[src/rtl/core/uer_pkg.sv]
// shared types and constants for the ultrasonic echo ranger
// command and result beat structs, status and register codes, divider constants
// no dependencies
package uer_pkg;

	localparam int unsigned SENSORS = 3;
	localparam logic [3:0] SENSOR_LIMIT = 4'(SENSORS);

	localparam int unsigned CFG_INDEX_W = 8;
	localparam int unsigned CFG_DATA_W = 16;

	localparam logic [CFG_INDEX_W-1:0] REG_TIMEOUT_TICKS = 8'd0;
	localparam logic [CFG_INDEX_W-1:0] REG_MAX_DISTANCE = 8'd1;

	localparam logic [15:0] TIMEOUT_RESET = 16'd30000;
	localparam logic [15:0] MAX_DISTANCE_RESET = 16'd6400;

	localparam logic KIND_START = 1'b0;
	localparam logic KIND_TICK = 1'b1;

	localparam logic [16:0] GAP_TICKS = 17'd4;
	localparam logic [16:0] PULSE_TICKS = 17'd10;

	// floor(w * 16 / 58) == (w * DIV_RECIP) >> DIV_SHIFT for any 16-bit w
	localparam logic [19:0] DIV_RECIP = 20'd578525;
	localparam int unsigned DIV_SHIFT = 21;

	localparam logic [2:0] ST_OK = 3'd0;
	localparam logic [2:0] ST_NO_ECHO = 3'd1;
	localparam logic [2:0] ST_TOO_LONG = 3'd2;
	localparam logic [2:0] ST_BAD_SENSOR = 3'd3;
	localparam logic [2:0] ST_BUSY = 3'd4;

	typedef struct packed {
		logic       kind;
		logic [2:0] sensor;
		logic       echo;
	} cmd_t;

	typedef struct packed {
		logic        trigger;
		logic [2:0]  active_sensor;
		logic        done_res;
		logic [2:0]  status;
		logic [15:0] distance_q4;
	} res_t;

endpackage

[src/rtl/core/ultrasonic_echo_ranger.sv]
// ultrasonic time-of-flight ranger: start/tick sequencer, echo width counter, distance
// uses uer_pkg for beat structs, codes and the constant divider
// a result beat is registered as its command beat is accepted, or held in the skid entry
// throughput: one command beat per cycle while cmd_stall is low; the result register plus a
// skid entry let a new beat in while an earlier result is still stalled
// distance path: one 16x20 multiply by a reciprocal and a clamp compare per beat
// reset: phase idle, trigger low, sensor 0, timeout 30000, clamp 6400, no result held
module ultrasonic_echo_ranger (
	input  logic                                clk,
	input  logic                                arst_n,
	input  logic                                cmd_valid,
	output logic                                cmd_stall,
	input  uer_pkg::cmd_t                       cmd,
	output logic                                res_valid,
	input  logic                                res_stall,
	output uer_pkg::res_t                       res,
	input  logic                                cfg_valid,
	output logic                                cfg_ready,
	input  logic [uer_pkg::CFG_INDEX_W-1:0]     cfg_index,
	input  logic [uer_pkg::CFG_DATA_W-1:0]      cfg_data
);

	typedef enum logic [2:0] {
		PH_IDLE,
		PH_GAP,
		PH_PULSE,
		PH_RISE,
		PH_WIDTH
	} phase_t;

	phase_t        phase_q, phase_d;
	logic [16:0]   tick_q, tick_d;
	logic [2:0]    sensor_q, sensor_d;
	logic          trig_q, trig_d;
	logic [15:0]   timeout_q;
	logic [15:0]   max_dist_q;

	logic          res_valid_q;
	uer_pkg::res_t res_q;
	logic          skid_valid_q;
	uer_pkg::res_t skid_q;

	logic          acc;
	logic          take;
	logic [16:0]   tick_inc;
	logic [16:0]   timeout_x;
	logic [35:0]   prod;
	logic [14:0]   quot;
	logic [15:0]   dist_calc;
	logic          done;
	logic [2:0]    status;
	logic          use_max;
	logic          use_calc;
	uer_pkg::res_t r;

	assign cmd_stall = skid_valid_q;
	assign cfg_ready = 1'b1;
	assign res_valid = res_valid_q;
	assign res = res_q;

	assign acc = cmd_valid && !skid_valid_q;
	assign take = res_valid_q && !res_stall;

	assign tick_inc = tick_q + 17'd1;
	assign timeout_x = {1'b0, timeout_q};

	// width * 16 / 58 via reciprocal, then clamp
	assign prod = 36'(tick_q[15:0]) * 36'(uer_pkg::DIV_RECIP);
	assign quot = prod[35:uer_pkg::DIV_SHIFT];
	assign dist_calc = ({1'b0, quot} > max_dist_q) ? max_dist_q : {1'b0, quot};

	always_comb begin
		phase_d = phase_q;
		tick_d = tick_q;
		sensor_d = sensor_q;
		trig_d = trig_q;
		done = 1'b0;
		status = uer_pkg::ST_OK;
		use_max = 1'b0;
		use_calc = 1'b0;
		if (cmd.kind == uer_pkg::KIND_START) begin
			if ({1'b0, cmd.sensor} >= uer_pkg::SENSOR_LIMIT) begin
				done = 1'b1;
				status = uer_pkg::ST_BAD_SENSOR;
			end else if (phase_q != PH_IDLE) begin
				done = 1'b1;
				status = uer_pkg::ST_BUSY;
			end else begin
				sensor_d = cmd.sensor;
				phase_d = PH_GAP;
				tick_d = '0;
				trig_d = 1'b0;
			end
		end else begin
			case (phase_q)
				PH_IDLE: begin
				end
				PH_GAP: begin
					tick_d = tick_inc;
					if (tick_inc >= uer_pkg::GAP_TICKS) begin
						tick_d = '0;
						trig_d = 1'b1;
						phase_d = PH_PULSE;
					end
				end
				PH_PULSE: begin
					tick_d = tick_inc;
					if (tick_inc >= uer_pkg::PULSE_TICKS) begin
						tick_d = '0;
						trig_d = 1'b0;
						phase_d = PH_RISE;
					end
				end
				PH_RISE: begin
					if (!cmd.echo) begin
						tick_d = tick_inc;
						if (tick_inc > timeout_x) begin
							done = 1'b1;
							status = uer_pkg::ST_NO_ECHO;
							phase_d = PH_IDLE;
							tick_d = '0;
						end
					end else if (timeout_q == '0) begin
						done = 1'b1;
						status = uer_pkg::ST_TOO_LONG;
						use_max = 1'b1;
						phase_d = PH_IDLE;
						tick_d = '0;
					end else begin
						phase_d = PH_WIDTH;
						tick_d = 17'd1;
					end
				end
				PH_WIDTH: begin
					if (cmd.echo) begin
						tick_d = tick_inc;
						if (tick_inc > timeout_x) begin
							done = 1'b1;
							status = uer_pkg::ST_TOO_LONG;
							use_max = 1'b1;
							phase_d = PH_IDLE;
							tick_d = '0;
						end
					end else begin
						done = 1'b1;
						status = uer_pkg::ST_OK;
						use_calc = 1'b1;
						phase_d = PH_IDLE;
						tick_d = '0;
					end
				end
				default: begin
					phase_d = PH_IDLE;
				end
			endcase
		end
		r.trigger = trig_d;
		r.active_sensor = sensor_d;
		r.done_res = done;
		r.status = status;
		if (use_max) begin
			r.distance_q4 = max_dist_q;
		end else if (use_calc) begin
			r.distance_q4 = dist_calc;
		end else begin
			r.distance_q4 = '0;
		end
	end

	always_ff @(posedge clk or negedge arst_n) begin
		if (!arst_n) begin
			phase_q <= PH_IDLE;
			tick_q <= '0;
			sensor_q <= '0;
			trig_q <= 1'b0;
			timeout_q <= uer_pkg::TIMEOUT_RESET;
			max_dist_q <= uer_pkg::MAX_DISTANCE_RESET;
			res_valid_q <= 1'b0;
			res_q <= '0;
			skid_valid_q <= 1'b0;
			skid_q <= '0;
		end else begin
			if (cfg_valid) begin
				if (cfg_index == uer_pkg::REG_TIMEOUT_TICKS) begin
					timeout_q <= cfg_data;
				end else if (cfg_index == uer_pkg::REG_MAX_DISTANCE) begin
					max_dist_q <= cfg_data;
				end
			end
			if (acc) begin
				phase_q <= phase_d;
				tick_q <= tick_d;
				sensor_q <= sensor_d;
				trig_q <= trig_d;
			end
			// result register with one skid entry behind it
			if (skid_valid_q) begin
				if (take) begin
					res_q <= skid_q;
					skid_valid_q <= 1'b0;
				end
			end else if (acc) begin
				if (!res_valid_q || take) begin
					res_q <= r;
					res_valid_q <= 1'b1;
				end else begin
					skid_q <= r;
					skid_valid_q <= 1'b1;
				end
			end else if (take) begin
				res_valid_q <= 1'b0;
			end
		end
	end

endmodule

[config.mk]
export PLATFORM = sky130hd
export DESIGN_NAME = ultrasonic_echo_ranger
export DESIGN_NICKNAME = d
export VERILOG_FILES = /design/src/rtl/core/uer_pkg.sv /design/src/rtl/core/ultrasonic_echo_ranger.sv
export SDC_FILE = /design/constraint.sdc
export NUM_CORES = 1
export LEC_CHECK = 0
export BUFFER_PORTS_ARGS = -buffer_cell sky130_fd_sc_hd__buf_2
export CORE_ASPECT_RATIO = 2
export CORE_UTILIZATION = 55
export CTS_CLUSTER_DIAMETER = 40
export DETAILED_ROUTE_END_ITERATION = 7
export GPL_TIMING_DRIVEN = 0
export PLACE_DENSITY = 0.78
export SETUP_SLACK_MARGIN = 0.3
export SYNTH_ARGS = -nofsm -noshare
export SYNTH_HDL_FRONTEND = slang
export SYNTH_SLANG_ARGS = --single-unit
[constraint.sdc]
create_clock -name clk -period 11.3 [get_ports clk]
set_clock_uncertainty 0.2 [all_clocks]
set_input_delay 1.13 -clock clk [delete_from_list [all_inputs] [get_ports clk]]
set_output_delay 1.13 -clock clk [all_outputs]
set_load 0.01 [all_outputs]
# After elaboration in Yosys (flattened, before gate mapping)
# Cells that the tools add are included.
# classes
bitwise	3
add_sub_neg	1
n_reduce_logical	20
magnitude_cmp	5
mul	1
n_eq_ne	13
mux	67
# op_table
operator	n
$mux 17	8
$mux 24	4
$pmux 17 s4	1
$mux 3	17
$mux 16	3
$mul 16x20->36 const B	1
$mux 1	27
$add 17x1->17 const B	1
$ge 17x3->1 const B	1
$ge 17x4->1 const B	1
$gt 17x16->1	1
$gt 15x16->1	1
$logic_not 16->1	1
$pmux 3 s5	1
$reduce_and 3->1	4
$eq 8x1->1 const B	1
$logic_not 8->1	1
$eq 3x2->1 const B	2
$ne 2x2->1 const B	3
$ne 3x3->1 const B	2
$pmux 1 s2	3
$pmux 3 s2	1
$reduce_and 6->1	1
$reduce_bool 2->1	3
14 further kinds	21
# totals
reg_bits	106
out_inout_bits	27
elab_cells	128
inputBits	34

# Logic depth before layout (Yosys ltp)
# Gate-level depths: netlist (run 1).
# depth
depth_word	10
depth_mapped	30
mapped_depth_nobuf	29

# Worst setup path after synthesis (run 1)
# No wires, ideal clock.
# synth_path
kind	register -> register
start	register tick_q[14]
end	register res_q, in the netlist res[9]
setup_ns	0.121
slack_ns	3.332
synth_period_minus_slack_ns	7.968
arrival_ns	7.647
required_time_ns	10.979
path_stages_with_launch	27
path_cell_list	dfrtp_1 > fa_1 > inv_1 > fa_1 > inv_1 > fa_1 > fa_1 > fa_1 > inv_1 > fa_1 > inv_1 > ha_1 > a21oi_1 > o221ai_1 > a221o_1 > o2111a_1 > or4_1 > and2_1 > ha_1 > nand3_1 > nor3_1 > nand2_1 > o2111a_1 > a2111oi_2 > nor2_2 > a2111o_1 > a22o_1
# synth_via
elab_chain_cells	10
# synth_lines
element	line	text
start, declared	ultrasonic_echo_ranger.sv:32	logic [16:0] tick_q, tick_d;
start signal, assigned	ultrasonic_echo_ranger.sv:192	tick_q <= tick_d;
parallel branches: the longest is 6 deep, another holds $mul 16x20->36	-	
$mux 16 *	ultrasonic_echo_ranger.sv:161	if (use_max) begin
$mux 24 *	ultrasonic_echo_ranger.sv:203	if (!res_valid_q || take) begin
$mux 24 *	ultrasonic_echo_ranger.sv:202	end else if (acc) begin
$mux 24 *	ultrasonic_echo_ranger.sv:197	if (skid_valid_q) begin
end signal, assigned	ultrasonic_echo_ranger.sv:199	res_q <= skid_q;
end signal, assigned	ultrasonic_echo_ranger.sv:204	res_q <= r;
end, declared	ultrasonic_echo_ranger.sv:39	uer_pkg::res_t res_q;
# Every way passes the cells marked *. The select of a mux whose other input is x is not followed.
# A chain may end at the register's enable or synchronous reset.

# Worst setup path after layout (run 1)
# layout_path
start	register tick_q[8]
end	register skid_q[7] (netlist bit)
# layout_via
elab_chain_cells	7
# layout_lines
element	line	text
parallel branches: the longest is 6 deep, another holds $mul 16x20->36	-	
$mux 16 *	ultrasonic_echo_ranger.sv:161	
end signal, assigned	ultrasonic_echo_ranger.sv:207	skid_q <= r;
end, declared	ultrasonic_echo_ranger.sv:41	uer_pkg::res_t skid_q;
# Every way passes the cells marked *.

==> flow_metrics.tcl, run 1 <==
set metrics [dict create \
    ir_worst_vdd_mv 0.160 \
    slew_headroom_pct 22.2 \
    synth_nets 1613 \
    grt_pass1_vias 10600 \
    syn-instance-count 1295 \
    place_area_sq_um 12600 \
    finalMaxSlewViolations 0 \
    routedWlPerCell_microns 20.1 \
    timing_hold_violations_final 0 \
    die_x_microns 106 \
    design_area_sq_um 12900 \
    drtAntennaViolNets 0 \
    end_kind "flip-flop" \
    critical_path.max_fanout 11 \
    clkTransAtPathRegs_ns 0.07 \
    synth_top_area_share_pct 20.1 \
    synth_area_leaders "dfrtp_1, ha_1, fa_1" \
    gr-total-overflow 0 \
    critPathLaunchType "flip-flop" \
    drive_gt1_share_pct 10.1 \
    crit_slowest_cell "dfrtp_1" \
    crit_required_ns 11.36 \
    synthFlopType "dfrtp_1" \
    setup_slack_ns 1.27 \
    synth_top_cell_by_area "dfrtp_1" \
    firstDrtPassIters 5 \
    post_cts_buffers 0 \
    portBuffers 59 \
    place_ws_ns 1.59 \
    powerDensity_nw_per_um2 200 \
    final_nets 1684 \
    vias 9936 \
    cts_tree "done" \
    period_share_pct 88.8 \
    post-dp-hpwl_microns 27900 \
    nFillCells 1854 \
    cts_hold_buffers 0 \
    track_usage_pct 31.2 \
    tightest_slew_ns 1.16 \
    rsz0062_at_grt "no" \
    wl_microns 33000 \
    syn_to_final_growth_pct 8.14 \
    core_sq_um 21100 \
    diodes 0 \
    via_per_inst 6.06 \
    grt_start_max_net_pins 65 \
    ys_seq_area_share_pct 22.3 \
    grt_pass1_wl_microns 52700 \
    status "finished, final reports clean" \
    crit_type "flip-flop to flip-flop" \
    yosysMostFrequentCell "inv_1" \
    row_count 75 \
    gp_congestion 1.04 \
    max_freq_mhz 99.7 \
    h-tree-depth 3 \
    start_util_pct 56.5 \
    setup_tns_ns 0 \
    die_area_sq_um 22300 \
    cts.sink_count 106 \
    leakage_nw 6.97 \
    cp.arrival_ns 10.09 \
    ys_types 80 \
    synth_edf_count 0 \
    yosys_warnings 0 \
    layout_min_cycle_time_ns 10.03 \
    drtIter0Drc 548 \
    cts_buffer_depth 2 \
    cts_root_buf "clkbuf_16" \
    ys_ff_latch 106 \
    cts.repair.resized 0 \
    clock_latency_ns 0.36 \
    syn_area_per_cell_sq_um 9.21 \
    fin_total_pwr_w 0.00258 \
    die_h_microns 210 \
    max_stage_delay_ns 0.76 \
    synthesis.area_sq_um 11900 \
    worst_path_most_repeated_cell "fa_1" \
    setup_viol 0 \
    cts_buffers 9 \
    route.detailed.drc 0 \
    drv_cap 0 \
    io_pins 61 \
    synth_common_cells "inv_1, ha_1, fa_1" \
    hold_class "flip-flop to flip-flop" \
    fin_hold_ws_ns 0.273 \
    async_flop_share_pct 100 \
    antenna_found_initial 0 \
]
## state kept, by name (all words and copies together), names as in the netlist
name	count
cmd_stall	1
sensor_q	3
res	24
trig_q	1
tick_q	17
max_dist_q	16
timeout_q	16
phase_q	3
skid_q	24
res_valid	1
## final timing paths
kind,slack (ns),start,depth (start not counted),end
max,1.27,tick_q[8],28,skid_q[7]
min,0.27,skid_q[13],2,skid_q[13]
max reg2reg,1.27,tick_q[8],28,skid_q[7]
min reg2reg,0.27,skid_q[13],2,skid_q[13]
max in group asynchronous,9.59,arst_n,2,tick_q[0]
min in group asynchronous,0.57,arst_n,1,res[11]
## power breakdown
part | switching (W) | internal (W)
registers | 0.0000796 | 0.000436
clock network | 0.000151 | 0.000176
logic | 0.00108 | 0.000657
total | 0.00131 | 0.00127
## area by class of cell
| class | instances | area (sq um) | share of cell area [%] |
|---|---|---|---|
| timing repair buffer | 60 | 325 | 2.52 |
| clock buffer | 10 | 229 | 1.78 |
| sequential | 106 | 2670 | 20.7 |
| clock inverter | 6 | 80.1 | 0.621 |
| inverter | 237 | 890 | 6.90 |
| buffer | 37 | 171 | 1.33 |
| tap | 269 | 337 | 2.61 |
| multi-input combinational | 915 | 8200 | 63.6 |
## per-layer routing
layer  up-vias  track usage, %  share of wire, %  routed length [microns]
met1      4807            28.2                32                    10600
met3       205            3.43               3.1                     1030
met4         0            29.6                11                     3590
met5         -               0                 0                        0
li1       4555               -                 -                        -
met2       369            58.4                54                    17800
## critical path: cells and delay by family (launching register included)
kind                       cells  cell delay, ns
AOI/OAI and AO/OA              7            2.48
adders and majority gates      8            3.56
buffers and inverters          6            1.21
and+or+nand+nor                7            1.73
DFF                            1            0.76
## layout by cell type (no fill, tap or decap), types with 12 or more instances in the layout
master,Yosys,layout
nand3_1,24,24
nor3_1,14,14
a21oi_1,70,70
ha_1,176,176
nand4_1,18,18
inv_1,237,237
and3_1,21,21
buf_2,2,60
nand2b_1,12,12
fa_1,108,108
mux2_2,20,20
a21o_1,15,15
xnor2_1,20,20
o21ai_0,86,86
o211ai_1,12,12
dfrtp_1,96,96
clkbuf_1,28,29
nand2_1,105,105
nor2_1,51,51
## metrics by stage
step | util [%] | instances
3_5_place_dp | 59.6 | 1624
5_1_grt | 61.1 | 1640
4_1_cts | 61.1 | 1640
2_1_floorplan | - | 1295
6_report | 61.1 | 1640
3_3_place_gp | 59.5 | 1623
## cells by family after synthesis
group                    after synthesis  synth area share (%)
buffers and inverters                274                  8.90
AO/OA/AOI/OAI                        283                  15.4
XOR/XNOR                              27                  1.98
AND/OR/NAND/NOR                      297                  12.6
multiplexers                          23                  2.14
adder cells (fa/ha/maj)              284                  36.6
flip-flops                           106                  22.3
other                                  1                0.0314
Note: power is estimated with default switching activity, not from simulation.
==> run 2, diff against run 1 <==
GPL_ROUTABILITY_DRIVEN = 0   (was unset)
RECOVER_POWER = 100   (was unset)
==> run 2 against run 1 <==
  * The run now ends with max-capacitance violations, max-slew violations left
  * Utilization is 0.53 points lower
  * Clock-buffer cell count is 1 lower
  * Clock power hardly changed
  * First-iteration DRC count is 27% higher
  * Global-route usage is 0.11 points higher
  * Critical path depth is 1 lower
  * Combinational power hardly changed
  * Worst hold slack better by 0.0086 ns
  * Final cell count stayed put
  * Wire length is 0.72% higher
  * Design area is 0.86% lower
==> flow_metrics.tcl, run 2 (same netlist as run 1, synthesis figures left out) <==
set metrics [dict create \
    status "complete, but fails checks" \
    violations "max-capacitance violations, max-slew violations" \
    ir_worst_vdd_mv 0.173 \
    die_h_microns 210 \
    post_cts_buffers 0 \
    via_per_inst 6.04 \
    crit_required_ns 11.38 \
    final_cell_mix "inv_1, ha_1, fa_1" \
    met1_length_microns 10400 \
    slew_headroom_pct -123 \
    cts_buffer_depth 2 \
    drtIter0Drc 695 \
    cts.sink_count 106 \
    max_freq_mhz 97.9 \
    fin_total_pwr_w 0.00256 \
    antenna_found_initial 0 \
    firstDrtPassIters 5 \
    core_sq_um 21100 \
    setup_tns_ns 0 \
    track_usage_pct 31.3 \
    leakage_nw 6.82 \
    gr-total-overflow 0 \
    critical_path.max_fanout 11 \
    cts_root_buf "clkbuf_16" \
    post-dp-hpwl_microns 28100 \
    drtAntennaViolNets 0 \
    grt_pass1_vias 10500 \
    clock_latency_ns 0.36 \
    tightest_slew_ns 3.34 \
    final_nets 1684 \
    route.met2.wl_microns 18200 \
    wl_microns 33300 \
    routedWlPerCell_microns 20.3 \
    cp.arrival_ns 10.30 \
    powerDensity_nw_per_um2 201 \
    die_area_sq_um 22300 \
    cts.repair.resized 0 \
    critPathLaunchType "flip-flop" \
    cts_tree "done" \
    period_share_pct 90.4 \
    wl_met3_microns 1250 \
    grt_start_max_net_pins 65 \
    rsz0062_at_grt "no" \
    row_count 75 \
    finalMaxSlewViolations 109 \
    timing_hold_violations_final 0 \
    drive_gt1_share_pct 7.29 \
    dr.max_layer_used "met4" \
    die_x_microns 106 \
    syn_to_final_growth_pct 7.21 \
    cts_hold_buffers 0 \
    diodes 0 \
    drv_cap 2 \
    crit_type "flip-flop to flip-flop" \
    grt_pass1_wl_microns 52700 \
    end_kind "flip-flop" \
    vias 9903 \
    layout_min_cycle_time_ns 10.22 \
    setup_viol 0 \
    cts_buffers 9 \
    h-tree-depth 3 \
    clkTransAtPathRegs_ns 0.08 \
    hold_class "flip-flop to flip-flop" \
    io_pins 61 \
    start_util_pct 56.5 \
    final_common_cell "inv_1" \
    portBuffers 59 \
    route.detailed.drc 0 \
]
[run 2: changes by cell type in the layout (fill, tap and decap cells not counted), sizes merged]
| cell | change |
|---|---|
| bufinv | -1 |
| clkinv | +1 |
| inv | +2 |
| clkinvlp | -1 |
| clkbuf | +31 |
| buf | -32 |
[run 2: layout make-up]
type	instances	area, sq um
fillers	1883	8330
multi-input cells	915	8170
flip-flops and latches	106	2670
inverters	237	890
well taps	269	337
repair buffers	60	264
clock buffers	9	225
plain buffers	37	153
clock inverters	7	88.8
[run 2: final timing paths]
kind | end | slack (ns) | from | cells after the start
worst max-delay path | skid_q[3] | 1.08 | tick_q[8] | 27
worst min-delay path | skid_q[10] | 0.28 | skid_q[10] | 2
worst max register to register | skid_q[3] | 1.08 | tick_q[8] | 27
worst min register to register | skid_q[10] | 0.28 | skid_q[10] | 2
max in group asynchronous | trig_q | 5.53 | arst_n | 2
min in group asynchronous | res[11] | 1.27 | arst_n | 1
[run 2: critical path, cell delays in order (launching register included)]
cell and delay, ns:
dfrtp_1 0.75, inv_1 0.33, ha_1 0.41, fa_1 0.54, inv_1 0.06, fa_1 0.47, fa_1 0.56, fa_1 0.55
inv_1 0.06, fa_1 0.54, inv_1 0.05, ha_1 0.35, nand4_1 0.19, nor4_1 0.38, o21ai_0 0.41, o211ai_1 0.50
nand3_1 0.26, o21ai_0 0.53, o2111a_1 0.30, ha_1 0.15, nand3_1 0.06, o21ai_0 0.53, and3_1 0.27, a2111oi_0 0.07
nor2_1 0.64, clkbuf_1 0.56, a22oi_1 0.22, o21ai_0 0.19
[run 2: metal layers]
| metal | vias to the layer above | global-route usage, % |
|---|---|---|
| li1 | 4546 | - |
| met1 | 4817 | 28.1 |
| met2 | 360 | 59.5 |
| met3 | 180 | 3.59 |
| met4 | 0 | 28.1 |
| met5 | - | 0 |
[run 2: report_power, final]
group | switching (W) | internal [W] | leakage (nW)
clock | 0.000168 | 0.000161 | 0.153
sequential | 0.0000801 | 0.000436 | 1.37
combinational | 0.00108 | 0.000639 | 5.30
total | 0.00133 | 0.00124 | 6.82
[run 2: metrics by stage]
step | utilization, % | worst slack (ns) | hold WS [ns] | std cells | area [sq um]
after global routing | 60.6 | 0.591 | 0.311 | 1640 | 12800
after CTS | 61.1 | 1.55 | 0.280 | 1640 | 12900
after floorplan | - | 3.33 | 0.242 | 1295 | 11900
after global placement | 59.5 | 1.72 | 0.253 | 1623 | 12600
after detailed placement | 59.6 | 1.61 | 0.263 | 1624 | 12600
final | 60.6 | 1.08 | 0.282 | 1640 | 12800
==> run 3, diff against run 2 <==
CTS_CLUSTER_DIAMETER = 150   (was 40)
PLACE_DENSITY = unset   (was 0.78)
PLACE_DENSITY_LB_ADDON = 0.25   (was unset)
==> run 3 against run 2 <==
  * The flow still finishes with violations (max-capacitance violations, max-slew violations)
  * Total power is 1.2% lower
  * Critical path depth stayed put
  * Global-route usage is 0.062 points higher
  * Non-clock buffer count stayed put
  * Worst hold slack worse by 0.0033 ns
  * Register-to-register slack better by 0.14 ns
  * Critical endpoint unchanged
==> flow_metrics.tcl, run 3 (same netlist as run 1, synthesis figures left out) <==
set metrics [dict create \
    status "complete, but fails checks" \
    violations "max-capacitance violations, max-slew violations" \
    vias 9729 \
    rr_startpoint "tick_q[8]" \
    r2r_setup_slack_ns 1.23 \
    holdPathStages 2 \
    cts_root_buf "clkbuf_16" \
    antenna_found_initial 0 \
    tightest_slew_ns 3.58 \
    gr-total-overflow 0 \
    min_from "skid_q[10]" \
    cts.sink_count 106 \
    grt_start_max_net_pins 69 \
    layout_min_cycle_time_ns 10.07 \
    fin_hold_ws_ns 0.279 \
    cts_hold_buffers 0 \
    start_util_pct 56.5 \
    cts.repair.resized 0 \
    cts_buffer_depth 2 \
    multi_input_area_sq_um 8150 \
    cp.arrival_ns 10.17 \
    max_freq_mhz 99.3 \
    end_kind "flip-flop" \
    syn_to_final_growth_pct 6.86 \
    row_count 75 \
    grt_pass1_wl_microns 52400 \
    die_h_microns 210 \
    die_x_microns 106 \
    core_sq_um 21100 \
    setup_viol 0 \
    cts_buffers 9 \
    drive_gt1_share_pct 7.15 \
    crit_type "flip-flop to flip-flop" \
    worst_path_most_repeated_cell "fa_1" \
    die_area_sq_um 22300 \
    final_cell_mix "inv_1, ha_1, fa_1" \
    ir_worst_vdd_mv 0.155 \
    critical_path.max_fanout 11 \
    portBuffers 59 \
    drtIter0Drc 467 \
    drtAntennaViolNets 0 \
    powerDensity_nw_per_um2 199 \
    h-tree-depth 3 \
    final_common_cell "inv_1" \
    leakage_nw 6.80 \
    slew_headroom_pct -139 \
    post_cts_buffers 0 \
    hold_class "flip-flop to flip-flop" \
    period_share_pct 89.2 \
    nFillCells 1929 \
    diodes 0 \
    critPathLaunchType "flip-flop" \
    post-dp-hpwl_microns 28300 \
    wl_microns 33000 \
    crit_required_ns 11.39 \
    rsz0062_at_grt "no" \
    grt_pass1_vias 10300 \
    max_stage_delay_ns 0.80 \
    timing_hold_violations_final 0 \
    cts_tree "done" \
    hold_end "skid_q[10]" \
    regArea_sq_um 2670 \
    finalMaxSlewViolations 109 \
    track_usage_pct 31.4 \
    firstDrtPassIters 5 \
    routedWlPerCell_microns 20.1 \
    drv_cap 2 \
    route.detailed.drc 0 \
    clkTransAtPathRegs_ns 0.08 \
    via_per_inst 5.93 \
    io_pins 61 \
    setup_tns_ns 0 \
    clock_latency_ns 0.37 \
    rr_endpoint "skid_q[3]" \
    ff2ff_path_depth 27 \
    final_nets 1684 \
    crit_slowest_cell "dfrtp_1" \
]
-- run 3: cell types whose count changed in the layout (fill, tap and decap cells not counted), sizes merged --
cell,change
inv,-1
clkinv,+1
-- run 3: worst max path at each step --
stage | startpoint | depth (start not counted) | to
finish | tick_q[8] | 27 | skid_q[3]
CTS | tick_q[8] | 28 | res[4]
global route | tick_q[8] | 28 | skid_q[11]
global placement | tick_q[8] | 28 | res[11]
floorplan | tick_q[14] | 26 | res[9]
detailed placement | tick_q[8] | 28 | res[4]
-- run 3: where the power goes --
part | leakage, nW | internal, W | switching (W) | total (W)
registers | 1.37 | 0.000436 | 0.0000788 | 0.000515
logic | 5.29 | 0.000631 | 0.00107 | 0.00170
clock network | 0.145 | 0.000155 | 0.000159 | 0.000315
-- run 3: critical path: cells and delay by family, from the launching register on --
family	cells	cell delay, ns
flops	1	0.80
simple gates	6	1.95
compound gates	8	2.42
buf+inv	5	1.02
fa+ha+maj	8	3.59
-- run 3: layout make-up --
| type | count | area share [%] |
|---|---|---|
| Tap cell | 269 | 2.64 |
| Multi-Input combinational cell | 915 | 63.9 |
| Clock buffer | 9 | 1.77 |
| Timing Repair Buffer | 60 | 2.07 |
| Inverter | 237 | 6.98 |
| Sequential cell | 106 | 20.9 |
| Buffer | 37 | 1.20 |
| Clock inverter | 7 | 0.530 |
-- run 3: metrics by stage --
stage	area, sq um	util (%)	setup WS [ns]	std cells	total power, W
after floorplan	11900	-	3.33	1295	0.00174
after global placement	12600	59.5	1.72	1623	0.00219
after detailed placement	12600	59.6	1.66	1624	0.00225
after CTS	12900	61.0	1.58	1640	0.00258
after global routing	12700	60.4	0.731	1640	0.00278
final	12700	60.4	1.23	1640	0.00253
-- run 3: routing by layer --
| metal | vias up | track usage, % | routed length [microns] |
|---|---|---|---|
| li1 | 4553 | - | - |
| met1 | 4731 | 28.0 | 10400 |
| met2 | 286 | 60.1 | 18300 |
| met3 | 159 | 3.43 | 877 |
| met4 | 0 | 27.8 | 3300 |
| met5 | - | 0 | 0 |
